<file path="config.mk">
export PLATFORM = sky130hd
export DESIGN_NAME = uart_rx_tx_ring_buffers_core
export DESIGN_NICKNAME = d
export VERILOG_FILES = /design/src/rtl/uartrb_pkg.sv /design/src/rtl/uartrb_ram.sv /design/src/rtl/uart_rx_tx_ring_buffers_core.sv
export SDC_FILE = /design/constraint.sdc
export NUM_CORES = 1
export LEC_CHECK = 0
export ABC_AREA = 0
export BUFFER_PORTS_ARGS = -buffer_cell sky130_fd_sc_hd__buf_4
export CORE_UTILIZATION = 63
export DETAILED_ROUTE_END_ITERATION = 16
export PLACE_DENSITY = 0.81
export SLEW_MARGIN = 10
export SYNTH_ARGS = -nofsm -noshare
export SYNTH_HDL_FRONTEND = slang
export SYNTH_SLANG_ARGS = --single-unit
</file>
<file path="constraint.sdc">
create_clock -name i_clk -period 4.29 [get_ports i_clk]
set_input_delay 0.2145 -clock i_clk [delete_from_list [all_inputs] [get_ports i_clk]]
set_output_delay 0.2145 -clock i_clk [all_outputs]
set_load 0.05 [all_outputs]
</file>
<file path="src/rtl/uartrb_pkg.sv">
// ----------------------------------------------------------------------------
// uartrb_pkg: shared types and constants of the uart ring buffers
// event codes, stream field layout and the per-item result record
// ----------------------------------------------------------------------------
package uartrb_pkg;

    typedef enum logic [1:0] {
        MODE_RX_BYTE    = 2'd0,
        MODE_HOST_READ  = 2'd1,
        MODE_HOST_WRITE = 2'd2,
        MODE_TX_READY   = 2'd3
    } t_mode;

    // stream widths
    localparam int S_TDATA_W = 16;
    localparam int S_TUSER_W = 2;
    localparam int M_TDATA_W = 16;

    // input tdata layout
    localparam int I_FRAME_ERR = 8;
    localparam int I_OVERRUN   = 9;

    // output tdata layout, byte_out in bits 7:0
    localparam int O_BYTE_VALID    = 8;
    localparam int O_ERR_FRAME     = 9;
    localparam int O_ERR_OVERRUN   = 10;
    localparam int O_ERR_OVERFLOW  = 11;
    localparam int O_RX_EMPTY      = 12;
    localparam int O_WRITE_REFUSED = 13;
    localparam int O_TX_REQUEST_ON = 14;

    // sticky error bits
    localparam logic [2:0] STICKY_OVERFLOW = 3'b100;

    typedef struct packed {
        logic       byte_valid;
        logic       src_tx;
        logic [2:0] errs;
        logic       rx_empty;
        logic       refused;
        logic       tx_req;
    } t_result_meta;

endpackage

</file>
<file path="src/rtl/uartrb_ram.sv">
// ----------------------------------------------------------------------------
// uartrb_ram: generic single-write, single-read ram
// one write port, one read port with registered read data
// ----------------------------------------------------------------------------
module uartrb_ram #(
    parameter int WIDTH = 8,
    parameter int DEPTH = 32
) (
    input  logic                     i_clk,
    input  logic                     i_we,
    input  logic [$clog2(DEPTH)-1:0] i_waddr,
    input  logic [WIDTH-1:0]         i_wdata,
    input  logic                     i_re,
    input  logic [$clog2(DEPTH)-1:0] i_raddr,
    output logic [WIDTH-1:0]         o_rdata
);

    logic [WIDTH-1:0] r_mem [DEPTH];
    logic [WIDTH-1:0] r_rdata;

    always_ff @(posedge i_clk) begin
        if (i_we) begin
            r_mem[i_waddr] <= i_wdata;
        end
        if (i_re) begin
            r_rdata <= r_mem[i_raddr];
        end
    end

    assign o_rdata = r_rdata;

endmodule

</file>
<file path="src/rtl/uart_rx_tx_ring_buffers_core.sv">
// ----------------------------------------------------------------------------
// uart_rx_tx_ring_buffers_core: uart receive and transmit byte rings
// line bytes fill the receive ring, host reads drain it; host writes fill
// the transmit ring, transmitter-ready events drain it
// ----------------------------------------------------------------------------
//
//  channel  dir  tdata fields (lsb up)                     tuser
//  -------  ---  ----------------------------------------  -----------
//  s        in   byte_in, frame_error_in, overrun_in       mode
//  m        out  byte_out, byte_valid, err_frame,          -
//                err_overrun, err_overflow, rx_empty,
//                write_refused, tx_request_on
//
//  one item per cycle sustained while the output is not stalled, one result per item
//  a result passes the ring ram read register, then the output register
//  reset clears pointers, sticky errors and the transmit request; ring
//  contents are undefined until written and need no clearing pass
//  a stalled output holds one result, one more waits in the ram read stage,
//  then s tready drops
//
module uart_rx_tx_ring_buffers_core
    import uartrb_pkg::*;
#(
    parameter int RX_DEPTH = 32,
    parameter int TX_DEPTH = 32
) (
    input  logic                 i_clk,
    input  logic                 i_rst_n,
    input  logic                 i_s_tvalid,
    output logic                 o_s_tready,
    input  logic [S_TDATA_W-1:0] i_s_tdata,   // byte_in[7:0], frame_error_in, overrun_in
    input  logic [S_TUSER_W-1:0] i_s_tuser,   // mode[1:0]
    output logic                 o_m_tvalid,
    input  logic                 i_m_tready,
    output logic [M_TDATA_W-1:0] o_m_tdata    // byte_out[7:0], byte_valid, err_frame,
                                              // err_overrun, err_overflow, rx_empty,
                                              // write_refused, tx_request_on
);

    localparam int RX_AW = $clog2(RX_DEPTH);
    localparam int TX_AW = $clog2(TX_DEPTH);
    localparam logic [RX_AW-1:0] RX_LAST = RX_AW'(RX_DEPTH - 1);
    localparam logic [TX_AW-1:0] TX_LAST = TX_AW'(TX_DEPTH - 1);

    // ring pointers and status
    logic [RX_AW-1:0] r_rx_wp, n_rx_wp;
    logic [RX_AW-1:0] r_rx_rp, n_rx_rp;
    logic [TX_AW-1:0] r_tx_wp, n_tx_wp;
    logic [TX_AW-1:0] r_tx_rp, n_tx_rp;
    logic [2:0]       r_sticky, n_sticky;
    logic             r_tx_req, n_tx_req;

    // ram read stage and output register
    logic             r_s1_vld;
    t_result_meta     r_s1, n_s1;
    logic             r_out_vld;
    logic [M_TDATA_W-1:0] r_out_data, n_out_data;

    logic             s_acc;
    logic             s1_adv;
    t_mode            mode;
    logic [7:0]       byte_in;

    // pointer successors, wrap at depth
    logic [RX_AW-1:0] rx_wp_inc, rx_rp_inc;
    logic [TX_AW-1:0] tx_wp_inc, tx_rp_inc;

    // ram controls
    logic             rx_we, rx_re, tx_we, tx_re;
    logic [7:0]       rx_rdata, tx_rdata;
    logic [7:0]       out_byte;

    assign mode    = t_mode'(i_s_tuser[1:0]);
    assign byte_in = i_s_tdata[7:0];

    // handshake: the ram read stage moves on whenever the output slot frees
    assign s1_adv     = !r_out_vld || i_m_tready;
    assign o_s_tready = !r_s1_vld || s1_adv;
    assign s_acc      = i_s_tvalid && o_s_tready;

    assign rx_wp_inc = (r_rx_wp == RX_LAST) ? '0 : r_rx_wp + 1'b1;
    assign rx_rp_inc = (r_rx_rp == RX_LAST) ? '0 : r_rx_rp + 1'b1;
    assign tx_wp_inc = (r_tx_wp == TX_LAST) ? '0 : r_tx_wp + 1'b1;
    assign tx_rp_inc = (r_tx_rp == TX_LAST) ? '0 : r_tx_rp + 1'b1;

    // event decode: pointer moves, sticky errors and the result record
    always_comb begin
        n_rx_wp  = r_rx_wp;
        n_rx_rp  = r_rx_rp;
        n_tx_wp  = r_tx_wp;
        n_tx_rp  = r_tx_rp;
        n_sticky = r_sticky;
        n_tx_req = r_tx_req;
        rx_we    = 1'b0;
        rx_re    = 1'b0;
        tx_we    = 1'b0;
        tx_re    = 1'b0;
        n_s1     = '0;
        if (s_acc) begin
            case (mode)
                MODE_RX_BYTE: begin
                    if (rx_wp_inc == r_rx_rp) begin
                        // ring full: byte dropped, its line flags lost
                        n_sticky = r_sticky | STICKY_OVERFLOW;
                    end else begin
                        rx_we    = 1'b1;
                        n_rx_wp  = rx_wp_inc;
                        n_sticky = r_sticky | {1'b0, i_s_tdata[I_OVERRUN],
                                               i_s_tdata[I_FRAME_ERR]};
                    end
                end
                MODE_HOST_READ: begin
                    if (r_rx_wp == r_rx_rp) begin
                        n_s1.rx_empty = 1'b1;
                    end else begin
                        rx_re           = 1'b1;
                        n_rx_rp         = rx_rp_inc;
                        n_s1.byte_valid = 1'b1;
                        n_s1.errs       = r_sticky;
                        n_sticky        = '0;
                    end
                end
                MODE_HOST_WRITE: begin
                    if (tx_wp_inc == r_tx_rp) begin
                        n_s1.refused = 1'b1;
                    end else begin
                        tx_we    = 1'b1;
                        n_tx_wp  = tx_wp_inc;
                        n_tx_req = 1'b1;
                    end
                end
                MODE_TX_READY: begin
                    if (r_tx_wp == r_tx_rp) begin
                        // nothing left to send
                        n_tx_req = 1'b0;
                    end else begin
                        tx_re           = 1'b1;
                        n_tx_rp         = tx_rp_inc;
                        n_s1.byte_valid = 1'b1;
                        n_s1.src_tx     = 1'b1;
                    end
                end
                default: begin
                    n_s1 = '0;
                end
            endcase
        end
        n_s1.tx_req = n_tx_req;
    end

    // pushes store at the advanced write pointer, pops read at the
    // advanced read pointer; read data holds while the stage is stalled
    uartrb_ram #(
        .WIDTH (8),
        .DEPTH (RX_DEPTH)
    ) u_rx_ram (
        .i_clk   (i_clk),
        .i_we    (rx_we),
        .i_waddr (rx_wp_inc),
        .i_wdata (byte_in),
        .i_re    (rx_re),
        .i_raddr (rx_rp_inc),
        .o_rdata (rx_rdata)
    );

    uartrb_ram #(
        .WIDTH (8),
        .DEPTH (TX_DEPTH)
    ) u_tx_ram (
        .i_clk   (i_clk),
        .i_we    (tx_we),
        .i_waddr (tx_wp_inc),
        .i_wdata (byte_in),
        .i_re    (tx_re),
        .i_raddr (tx_rp_inc),
        .o_rdata (tx_rdata)
    );

    // result packing, byte forced to zero when none was popped
    always_comb begin
        out_byte = r_s1.src_tx ? tx_rdata : rx_rdata;
        if (!r_s1.byte_valid) begin
            out_byte = 8'h00;
        end
        n_out_data                  = '0;
        n_out_data[7:0]             = out_byte;
        n_out_data[O_BYTE_VALID]    = r_s1.byte_valid;
        n_out_data[O_ERR_FRAME]     = r_s1.errs[0];
        n_out_data[O_ERR_OVERRUN]   = r_s1.errs[1];
        n_out_data[O_ERR_OVERFLOW]  = r_s1.errs[2];
        n_out_data[O_RX_EMPTY]      = r_s1.rx_empty;
        n_out_data[O_WRITE_REFUSED] = r_s1.refused;
        n_out_data[O_TX_REQUEST_ON] = r_s1.tx_req;
    end

    // control state
    always_ff @(posedge i_clk) begin
        if (!i_rst_n) begin
            r_rx_wp   <= '0;
            r_rx_rp   <= '0;
            r_tx_wp   <= '0;
            r_tx_rp   <= '0;
            r_sticky  <= '0;
            r_tx_req  <= 1'b0;
            r_s1_vld  <= 1'b0;
            r_out_vld <= 1'b0;
        end else begin
            r_rx_wp  <= n_rx_wp;
            r_rx_rp  <= n_rx_rp;
            r_tx_wp  <= n_tx_wp;
            r_tx_rp  <= n_tx_rp;
            r_sticky <= n_sticky;
            r_tx_req <= n_tx_req;
            if (s_acc) begin
                r_s1_vld <= 1'b1;
            end else if (s1_adv) begin
                r_s1_vld <= 1'b0;
            end
            if (s1_adv) begin
                r_out_vld <= r_s1_vld;
            end
        end
    end

    // payload registers
    always_ff @(posedge i_clk) begin
        if (s_acc) begin
            r_s1 <= n_s1;
        end
        if (s1_adv) begin
            r_out_data <= n_out_data;
        end
    end

    assign o_m_tvalid = r_out_vld;
    assign o_m_tdata  = r_out_data;

endmodule

</file>
Word level (Yosys, flattened, before mapping)
Memories as Yosys holds them, arrays and structs flattened. A register that Yosys moved wholly into a read port is not among the register bits.
Cells that the tools add are included.

word-level totals
  register bits after elaboration = 49
  latch bits = 0
  RAM bits = 512
  bits in read-only memories = 0
  bits of input ports = 22
  memories kept = 2

memory list
  memory          words  width  rd ports  clocked after Yosys merged registers in  wr ports  line              source
  u_rx_ram.r_mem  32     8      1         1                                        1         uartrb_ram.sv:18  logic [WIDTH-1:0] r_mem [DEPTH];
  u_tx_ram.r_mem  32     8      1         1                                        1         uartrb_ram.sv:18

cells by class
  add/subtract/negate cells = 4
  multiply operators = 0
  divide/modulo/power cells = 0
  magnitude comparators = 0
  equality and inequality tests = 13
  shift-type cells = 0
  multiplexer cells = 34
  bitwise logic cells = 6
  reductions and logical operators = 15

operators by type and width
  cell                                                                   count
  1-bit two-way mux                                                      23
  5-bit by 1-bit adder with 5-bit output, second input constant          4
  5-bit equality test                                                    4
  5-bit equality test, second input constant                             4
  5-bit two-way mux                                                      4
  3-bit AND reduction                                                    5
  8-bit two-way mux                                                      1
  3-bit two-way mux                                                      2
  3-bit one-hot mux with 2 select lines                                  1
  1-bit inverter                                                         5
  2-bit equality test, second input constant                             2
  2-bit inequality test, second input constant                           2
  1-bit one-hot mux with 2 select lines                                  2
  4-bit AND reduction                                                    1
  2-bit nonzero test                                                     2
  3-bit by 2-bit OR with 3-bit output                                    1
  2-bit by 1-bit equality test with 1-bit output, second input constant  1
  1-bit logical NOT                                                      2
  2-bit logical NOT                                                      1
  1-bit logical OR                                                       2
  2-bit two-way mux                                                      1
  2-bit OR reduction                                                     1
  1-bit logical AND                                                      1

Depth between registers and ports, before layout
Gate-level depths: netlist (run 1).

  depth after elaboration = 8
  gate-level depth with buffers = 13
  depth with buffers taken out = 9

Hierarchy
From an unflattened synthesis (run 1), not the netlist that was laid out.

unflattened totals
  cell total of the unflattened synthesis = 1065
  area total of the unflattened synthesis = 22763.1 sq um

modules (own cells, without submodules)
  module                        times used  cells an instance  area an instance (sq um)
  uartrb_ram                    2           417                10133.5
  uart_rx_tx_ring_buffers_core  1           231                2496.1

Least setup slack after synthesis (run 1)
No wires, ideal clock.

  path type = reg2reg
  start = register r_rx_wp[0]
  end = memory u_rx_ram.r_mem[3][0] (enable)
  setup time = 395 ps
  arrival time = 2983 ps
  data required time = 3895 ps
  slack = 912 ps
  stages on the path, launching flop included = 11
  buffers on the path = 1
  cells stage by stage = dfxtp_1 ha_1 and3_1 ha_1 clkbuf_1 inv_1 a21boi_0 nor3_1 a31oi_1 nand2_1 nor4_1

between the ends
  word-level cells in the longest chain between the ends = 8
  elaborated cells between the ends (all ways) = 9

RTL lines
  what                                                                           line                                 source
  start, declared                                                                uart_rx_tx_ring_buffers_core.sv:46   logic [RX_AW-1:0] r_rx_wp, n_rx_wp;
  start signal, assigned                                                         uart_rx_tx_ring_buffers_core.sv:208  r_rx_wp <= n_rx_wp;
  5-bit by 1-bit adder with 5-bit output or 5-bit equality test (tied branches)  uart_rx_tx_ring_buffers_core.sv:81   assign rx_wp_inc = (r_rx_wp == RX_LAST) ? '0 : r_rx_wp + 1'b1;
  5-bit two-way mux *                                                            uart_rx_tx_ring_buffers_core.sv:81
  5-bit equality test                                                            uart_rx_tx_ring_buffers_core.sv:102  if (rx_wp_inc == r_rx_rp) begin
  1-bit two-way mux                                                              uart_rx_tx_ring_buffers_core.sv:102
  1-bit two-way mux                                                              uart_rx_tx_ring_buffers_core.sv:100  case (mode)
  1-bit two-way mux                                                              uart_rx_tx_ring_buffers_core.sv:99   if (s_acc) begin
  1-bit two-way mux                                                              uartrb_ram.sv:22                     if (i_we) begin
  1-bit two-way mux (implied by the code)                                        uartrb_ram.sv:23                     r_mem[i_waddr] <= i_wdata;
  end, declared                                                                  uartrb_ram.sv:18

Every way passes the cells marked *; elsewhere a longest branch is shown, timed or not.

Worst setup path in the final report (run 1)
  start = register r_tx_wp[0]
  end = memory u_tx_ram.r_mem[20][6] (enable)

between the ends
  word-level cells in the longest chain between the ends = 8
  elaborated cells between the ends (all ways) = 9

RTL lines
  what                                                                           line                                 source
  start, declared                                                                uart_rx_tx_ring_buffers_core.sv:48   logic [TX_AW-1:0] r_tx_wp, n_tx_wp;
  start signal, assigned                                                         uart_rx_tx_ring_buffers_core.sv:210  r_tx_wp <= n_tx_wp;
  5-bit by 1-bit adder with 5-bit output or 5-bit equality test (tied branches)  uart_rx_tx_ring_buffers_core.sv:83   assign tx_wp_inc = (r_tx_wp == TX_LAST) ? '0 : r_tx_wp + 1'b1;
  5-bit two-way mux *                                                            uart_rx_tx_ring_buffers_core.sv:83
  5-bit equality test                                                            uart_rx_tx_ring_buffers_core.sv:124  if (tx_wp_inc == r_tx_rp) begin
  1-bit two-way mux                                                              uart_rx_tx_ring_buffers_core.sv:124
  1-bit two-way mux                                                              uart_rx_tx_ring_buffers_core.sv:100
  1-bit two-way mux                                                              uart_rx_tx_ring_buffers_core.sv:99
  1-bit two-way mux                                                              uartrb_ram.sv:22
  1-bit two-way mux (implied by the code)                                        uartrb_ram.sv:23
  end, declared                                                                  uartrb_ram.sv:18

Marks and branches as above.

==> flow_metrics.py, run 1 <==
metrics = {
    "detailed_routing": {
        "wl_met3_mm": 4.272,
        "finalWirelength_mm": 48.72,
        "avgViaCountPerCell": 6.472,
        "antenna_left": 0,
        "firstDrtPassIters": 7,
        "dr.max_layer_used": "met4",
        "met1Wirelength_mm": 20.16,
        "vias": 12265,
        "wire_per_inst_um": 25.71,
        "wl_met2_mm": 23.01,
        "drc_errors": 0,
        "drtIter0Drc": 1397,
    },
    "cells_and_area": {
        "drive_gt1_frac": 0.1766,
        "multiInputGateArea_um2": 6108,
        "final_util": 0.7128,
        "synthToLayoutAreaGrowth_pct": 10.82,
        "ff_latch_area_um2": 17070,
        "antenna_cells": 0,
        "layout.cells.non_filler": 1895,
        "finalNetCount": 1420,
        "fillers": 2144,
    },
    "clock_tree": {
        "cts.sinks": 577,
        "cts_buffers": 54,
        "insertion_delay_ns": 0.59,
        "h-tree-depth": 2,
        "cts_buffer_depth": 3,
        "cts-root-buf": "clkbuf_16",
        "cts_tree": "done",
        "path_clk_slew_ns": 0.06,
    },
    "timing": {
        "hold_violations": 0,
        "setup_ws_ns": 0.5581,
        "period_needed_ns": 3.732,
        "fin_setup_tns_ns": 0,
        "whs_ns": 0.04158,
        "fmax_mhz": 268.0,
        "maxSlewViolCount": 0,
        "skew_ns": 0.02398,
        "slew_headroom": 0.1916,
        "rsz0062_at_grt": "false",
        "setup-violations-final": 0,
        "period_share": 0.8699,
        "tightest_slew_ns": 1.209,
    },
    "die": {
        "core_area_um2": 36700,
        "io_pins": 40,
        "die_h_um": 195.6,
        "initial_utilization": 0.6432,
        "rows": 70,
        "die_area_um2": 38240,
        "die_w_um": 195.6,
    },
    "yosys": {
        "yosys.area_share.adder": 0.007951,
        "synth_mux_area_frac": 0.1585,
        "synth_area_leaders": "edfxtp_1 70%, mux2i_1 7.9%, mux4_2 7.8%",
        "synth-compound-area-share": 0.02338,
        "synth_enable_flop_cells": 551,
        "avgSynthCellArea_um2": 17.95,
        "yosysTopAreaCellShare": 0.7010,
        "synth_top_family_by_area": "multiplexers",
        "synth_area_um2": 23600,
        "ys_top_cells_by_count": "551 x edfxtp_1, 186 x mux2i_1, 82 x mux4_2",
        "post-synth-top-count-cell": "edfxtp_1",
        "async_flop_share": 0,
        "synthCells": 1315,
        "syn_nets": 1352,
        "yosysUniqueCellTypes": 55,
        "seq_area_frac_synth": 0.7230,
        "synth_top_cell_by_area": "edfxtp_1",
        "yosysWarnings": 0,
        "ys.flop_type": "edfxtp_1",
        "synth_xor_area_frac": 0.01071,
        "yosys.area_share.simple": 0.05667,
        "ys_ff_latch": 577,
    },
    "hold_path": {
        "whs_path_depth": 3,
        "hold_start": "i_s_tuser[0]",
        "hold_end": "n_out_data[12]$_SDFFCE_PN0P_",
        "worstHoldPathType": "in -> reg",
    },
    "global_routing": {
        "antenna_found_initial": 0,
        "track_usage": 0.2635,
        "grt_pass1_wl_mm": 74.09,
        "grt_pass1_vias": 12407,
        "overflow": 0,
        "grt_max_degree": 65,
    },
    "worst_setup_path": {
        "cp.required_ns": 4.58,
        "timing.rr.end": "u_tx_ram.r_mem[20][6]$_DFFE_PP_",
        "path_max_fanout": 31,
        "cp-start-kind": "flop",
        "regToRegSetupSlack_ns": 0.56,
        "reg2reg_depth": 8,
        "worstSetupEndpointType": "flop",
        "cp_data_arrival_time_ns": 4.02,
        "setup.worst_path.class": "reg -> reg",
        "rr_startpoint": "r_tx_wp[0]$_SDFFE_PN0P_",
    },
    "power_and_ir_drop": {
        "ir_drop_v": 0.0003302,
        "leakage_nw": 9.046,
        "cellPowerDensity_nw_per_um2": 420.4,
    },
    "place": {
        "io_buffers": 32,
        "gp_routability_congestion": 0.8726,
        "dp_hpwl_mm": 28.89,
        "place_inst": 1792,
        "pre_cts_slack_ns": 0.3456,
    },
    "flow_run": {
        "maxCapViolCount": 0,
    },
    "run_status": {
        "status": "complete, no violations",
    },
}
layout by cell type, fill, tap and decap left out, types with 20 or more instances in the layout:
cell type,Yosys,routed
clkbuf_16,0,55
edfxtp_1,551,551
mux2i_1,186,186
and3_1,47,47
o21ai_0,21,21
nand3_1,22,22
mux4_2,82,82
nor2_1,37,36
dfxtp_1,26,26
nand2_1,69,69
buf_4,13,79
nor2b_1,20,20
sequential cells by signal, summed over array words and instances, names as in the netlist, 3 cells and up:
| register | count |
|---|---|
| u_tx_ram.r_mem | 256 |
| u_rx_ram.r_mem | 256 |
| r_rx_rp | 5 |
| o_m_tdata | 15 |
| u_tx_ram.o_rdata | 8 |
| r_tx_rp | 5 |
| r_rx_wp | 5 |
| r_sticky | 3 |
| r_tx_wp | 5 |
| n_out_data | 7 |
| u_rx_ram.o_rdata | 8 |
metal layers:
metal,global-route usage,vias up
met2,0.4081,635
li1,-,5351
met4,0.08311,0
met1,0.3906,6186
met3,0.04266,93
met5,0,-
worst max path at each step:
stage	startpoint	end	slack (ns)	depth (start not counted)
4_1_cts	r_rx_wp[0]$_SDFFE_PN0P_	u_rx_ram.r_mem[2][6]$_DFFE_PP_	0.25	10
3_5_place_dp	r_rx_wp[0]$_SDFFE_PN0P_	u_rx_ram.r_mem[2][6]$_DFFE_PP_	0.35	10
6_report	r_tx_wp[0]$_SDFFE_PN0P_	u_tx_ram.r_mem[20][6]$_DFFE_PP_	0.56	8
2_1_floorplan	r_rx_wp[0]$_SDFFE_PN0P_	u_rx_ram.r_mem[3][0]$_DFFE_PP_	0.91	10
3_3_place_gp	r_rx_wp[0]$_SDFFE_PN0P_	u_rx_ram.r_mem[4][2]$_DFFE_PP_	0.57	10
5_1_grt	r_tx_wp[0]$_SDFFE_PN0P_	u_tx_ram.r_mem[20][5]$_DFFE_PP_	0.26	10
worst max-delay path, cell delays in order, from the launching register on:
cell and delay [ns]:
dfxtp_1 0.38, ha_1 0.34, and3_1 0.23, ha_1 0.27, or3_1 0.41, a31oi_2 0.98, nand2_1 0.31, nor3_1 0.28
buf_4 0.24
final cells by class:
type                       count  area share
clock inverter                21    0.005788
clock buffer                  79     0.05836
timing repair buffer          84     0.02535
inverter                      15    0.002152
multi-input combinational    651      0.2335
sequential                   577      0.6524
tap                          468     0.02239
what timing repair did:
item / CTS / global route
setup buffers: 0 / 0
endpoints found under the hold margin: 3 / 0
hold buffers: 3 / 0
gates resized for setup: 0 / 1
endpoints found under the setup margin: 0 / 64
logic make-up (layout without fill, tap and decap cells):
group	count (synthesis)	after routing
other	1	1
buffers and inverters	87	199
muxes	271	271
xor gates and xnor gates	25	25
adders and majority gates	15	15
and+or+nand+nor	261	261
AOI/OAI and AO/OA	78	78
DFF	577	577
stage by stage:
stage / instance area [um2] / power [mW]
global route: 26160 / 11.25
CTS: 26150 / 11.04
floorplan: 23600 / 6.478
global placement: 24440 / 6.621
finish: 26160 / 11.00
detailed placement: 24440 / 6.634
power by group:
group	internal (mW)	total, mW	switching [mW]	leakage (nW)
sequential	6.19	6.21	0.0144	5.21
combinational	0.0889	0.313	0.224	3.02
clock	2.53	4.48	1.95	0.815
total	8.81	11.0	2.19	9.05
No activity file was read; power rests on OpenSTA's default activity.
==> run 2, diff against run 1 <==
--- a/config.mk
+++ b/config.mk
@@ -7,9 +7,9 @@
 export LEC_CHECK = 0
 export ABC_AREA = 0
 export BUFFER_PORTS_ARGS = -buffer_cell sky130_fd_sc_hd__buf_4
-export CORE_UTILIZATION = 63
+export CORE_UTILIZATION = 56
 export DETAILED_ROUTE_END_ITERATION = 16
-export PLACE_DENSITY = 0.81
+export PLACE_DENSITY = 0.76
 export SLEW_MARGIN = 10
 export SYNTH_ARGS = -nofsm -noshare
 export SYNTH_HDL_FRONTEND = slang
==> constraint.sdc (replaced) <==
create_clock -name i_clk -period 3.4 [get_ports i_clk]
set_input_delay 0.17 -clock i_clk [delete_from_list [all_inputs] [get_ports i_clk]]
set_output_delay 0.17 -clock i_clk [all_outputs]
set_load 0.05 [all_outputs]
==> run 2 against run 1 <==
Clock power up 32%; critical path type unchanged; die area increased by 12%; highest routed layer is now met5; via count down 1.5%; sequential cell count did not move; cell count grew 4.9%; largest cell class unchanged.
==> flow_metrics.py, run 2 (synthesis results as in run 1) <==
metrics = {
    "run_status": {
        "status": "complete, no violations",
    },
    "die": {
        "core_area_um2": 41200,
        "die_h_um": 207.3,
        "die_area_um2": 42980,
        "initial_utilization": 0.5729,
        "io_pins": 40,
        "rows": 74,
        "die_w_um": 207.3,
    },
    "timing": {
        "hold_violations": 0,
        "period_needed_ns": 3.172,
        "rsz0062_at_grt": "false",
        "skew_ns": 0.01525,
        "fmax_mhz": 315.3,
        "setup_ws_ns": 0.2280,
        "setup-violations-final": 0,
        "slew_headroom": 0.3907,
        "fin_setup_tns_ns": 0,
        "tightest_slew_ns": 0.9025,
        "period_share": 0.9329,
        "maxSlewViolCount": 0,
    },
    "global_routing": {
        "overflow": 0,
        "antenna_found_initial": 1,
        "grt_pass1_wl_mm": 73.71,
        "grt_max_degree": 65,
        "track_usage": 0.2281,
        "grt_pass1_vias": 12250,
    },
    "clock_tree": {
        "insertion_delay_ns": 0.58,
        "cts-root-buf": "clkbuf_16",
        "cts_buffers": 55,
        "path_clk_slew_ns": 0.06,
        "cts_buffer_depth": 3,
        "cts_tree": "done",
        "cts.sinks": 577,
        "h-tree-depth": 2,
        "post_cts_buffers": 0,
    },
    "power_and_ir_drop": {
        "pwr-share-clk": 0.418,
        "combPwrFrac": 0.028,
        "ir_drop_v": 0.0003279,
        "p_int_mw": 11.31,
        "leakage_nw": 9.249,
        "cellPowerDensity_nw_per_um2": 531.6,
        "pwr-share-seq": 0.554,
        "power_switching_share": 0.1994,
        "switchingPower_mw": 2.817,
    },
    "hold_path": {
        "worstHoldPathType": "in -> reg",
        "whs_path_depth": 4,
        "hold_start": "i_s_tuser[1]",
        "hold_end": "r_sticky[2]$_SDFFE_PN0P_",
    },
    "detailed_routing": {
        "antenna_left": 0,
        "firstDrtPassIters": 5,
        "finalWirelength_mm": 48.10,
        "drc_errors": 0,
        "wire_per_inst_um": 24.21,
        "avgViaCountPerCell": 6.083,
        "vias": 12087,
        "drtIter0Drc": 1220,
    },
    "worst_setup_path": {
        "path_max_fanout": 29,
        "reg2reg_depth": 10,
        "cp.buffers_inverters": 1,
        "crit_slowest_cell": "mux4_2",
        "critPathTopFamily": "multiplexers",
        "cp.required_ns": 3.77,
        "cp_data_arrival_time_ns": 3.54,
        "cp-start-kind": "flop",
        "regToRegSetupSlack_ns": 0.23,
        "timing.rr.end": "u_tx_ram.o_rdata[1]$_DFFE_PP_",
        "setup.worst_path.class": "reg -> reg",
        "crit_chain": "ha_1 -> and3_1 -> ha_1 -> nor2_4 -> buf_12 -> mux2i_1 -> mux4_2 -> mux2i_1 -> nor2_1 -> a221oi_1",
        "critical_path.max_stage_delay_ns": 0.47,
        "worstSetupEndpointType": "flop",
        "rr_startpoint": "r_tx_rp[1]$_SDFFE_PN0P_",
    },
    "cells_and_area": {
        "finalNetCount": 1448,
        "final_util": 0.6449,
        "layout_commonest_cell": "edfxtp_1",
        "antenna_cells": 0,
        "fillers": 2702,
        "final_cell_mix": "551 x edfxtp_1, 186 x mux2i_1, 99 x buf_4",
        "drive_gt1_frac": 0.1945,
        "synthToLayoutAreaGrowth_pct": 12.57,
    },
    "place": {
        "io_buffers": 32,
        "pre_cts_slack_ns": 0.2870,
        "gp_routability_congestion": 0.9405,
        "dp_hpwl_mm": 29.77,
    },
    "flow_run": {
        "maxCapViolCount": 0,
    },
}
run 2: changes by cell type in the layout (fill, tap and decap cells not counted), sizes merged:
cell | previous run | this run
clkinv | 18 | 24
buf | 81 | 106
bufinv | 1 | 4
clkbuf | 79 | 68
dlygate4sd3 | 3 | 5
inv | 15 | 18
run 2: routing by layer:
layer / vias up / global-route usage / wire length (um)
met3: 57 / 0.03752 / 3201
met5: - / 0 / 13
met4: 2 / 0.05507 / 760
met1: 6162 / 0.3283 / 20840
li1: 5416 / - / -
met2: 450 / 0.3682 / 23280
run 2: tightest hold or removal path, delay by kind of cell:
kind                   cells  cell delay, ns
and+or+nand+nor            2            0.18
AOI/OAI and AO/OA          1            0.08
buffers and inverters      1            0.13
run 2: how the worst max path moves through the flow:
| stage | start | to | slack, ns | cells past startpoint |
|---|---|---|---|---|
| detailed placement | r_tx_rp[1]$_SDFFE_PN0P_ | u_tx_ram.o_rdata[3]$_DFFE_PP_ | 0.29 | 10 |
| global route | r_rx_wp[1]$_SDFFE_PN0P_ | u_rx_ram.r_mem[4][7]$_DFFE_PP_ | 0.02 | 11 |
| floorplan | r_rx_wp[0]$_SDFFE_PN0P_ | u_rx_ram.r_mem[3][0]$_DFFE_PP_ | 0.02 | 10 |
| finish | r_tx_rp[1]$_SDFFE_PN0P_ | u_tx_ram.o_rdata[1]$_DFFE_PP_ | 0.23 | 10 |
| global placement | r_tx_rp[1]$_SDFFE_PN0P_ | u_tx_ram.o_rdata[4]$_DFFE_PP_ | 0.34 | 10 |
| CTS | r_rx_wp[0]$_SDFFE_PN0P_ | u_rx_ram.r_mem[0][7]$_DFFE_PP_ | 0.21 | 11 |
run 2: stage by stage:
step	cells	hold WS, ns	instance area [um2]	total power [mW]
3_3_place_gp	1881	0.4081	24770	8.359
3_5_place_dp	1881	0.4257	24770	8.373
4_1_cts	1987	0.007272	26570	14.19
6_report	1987	0.02805	26570	14.13
5_1_grt	1987	0.02688	26570	14.48
2_1_floorplan	1315	0.2689	23600	8.174
run 2: power by group through the flow:
stage	Sequential [mW]	Combinational [mW]	Clock (mW)
after floorplan	8.02	0.150	0
after global placement	7.98	0.379	0
after detailed placement	7.98	0.391	0
after CTS	7.83	0.396	5.96
after global routing	7.83	0.420	6.23
final	7.83	0.395	5.90
run 2: cell type report:
cell class	count	area [um2]	share of cell area
Sequential cell	577	17070	0.6423
Timing Repair Buffer	111	933.4	0.03513
Inverter	15	56.30	0.002119
Clock buffer	68	1475	0.05552
Tap cell	532	665.6	0.02505
Clock inverter	33	274.0	0.01031
Multi-Input combinational cell	651	6101	0.2296
run 2: what timing repair did:
| item | 4_1_cts | 5_1_grt |
|---|---|---|
| hold buffers | 5 | 0 |
| setup endpoints to repair | 0 | 63 |
| endpoints found under the hold margin | 4 | 0 |
| resized for setup | 0 | 1 |
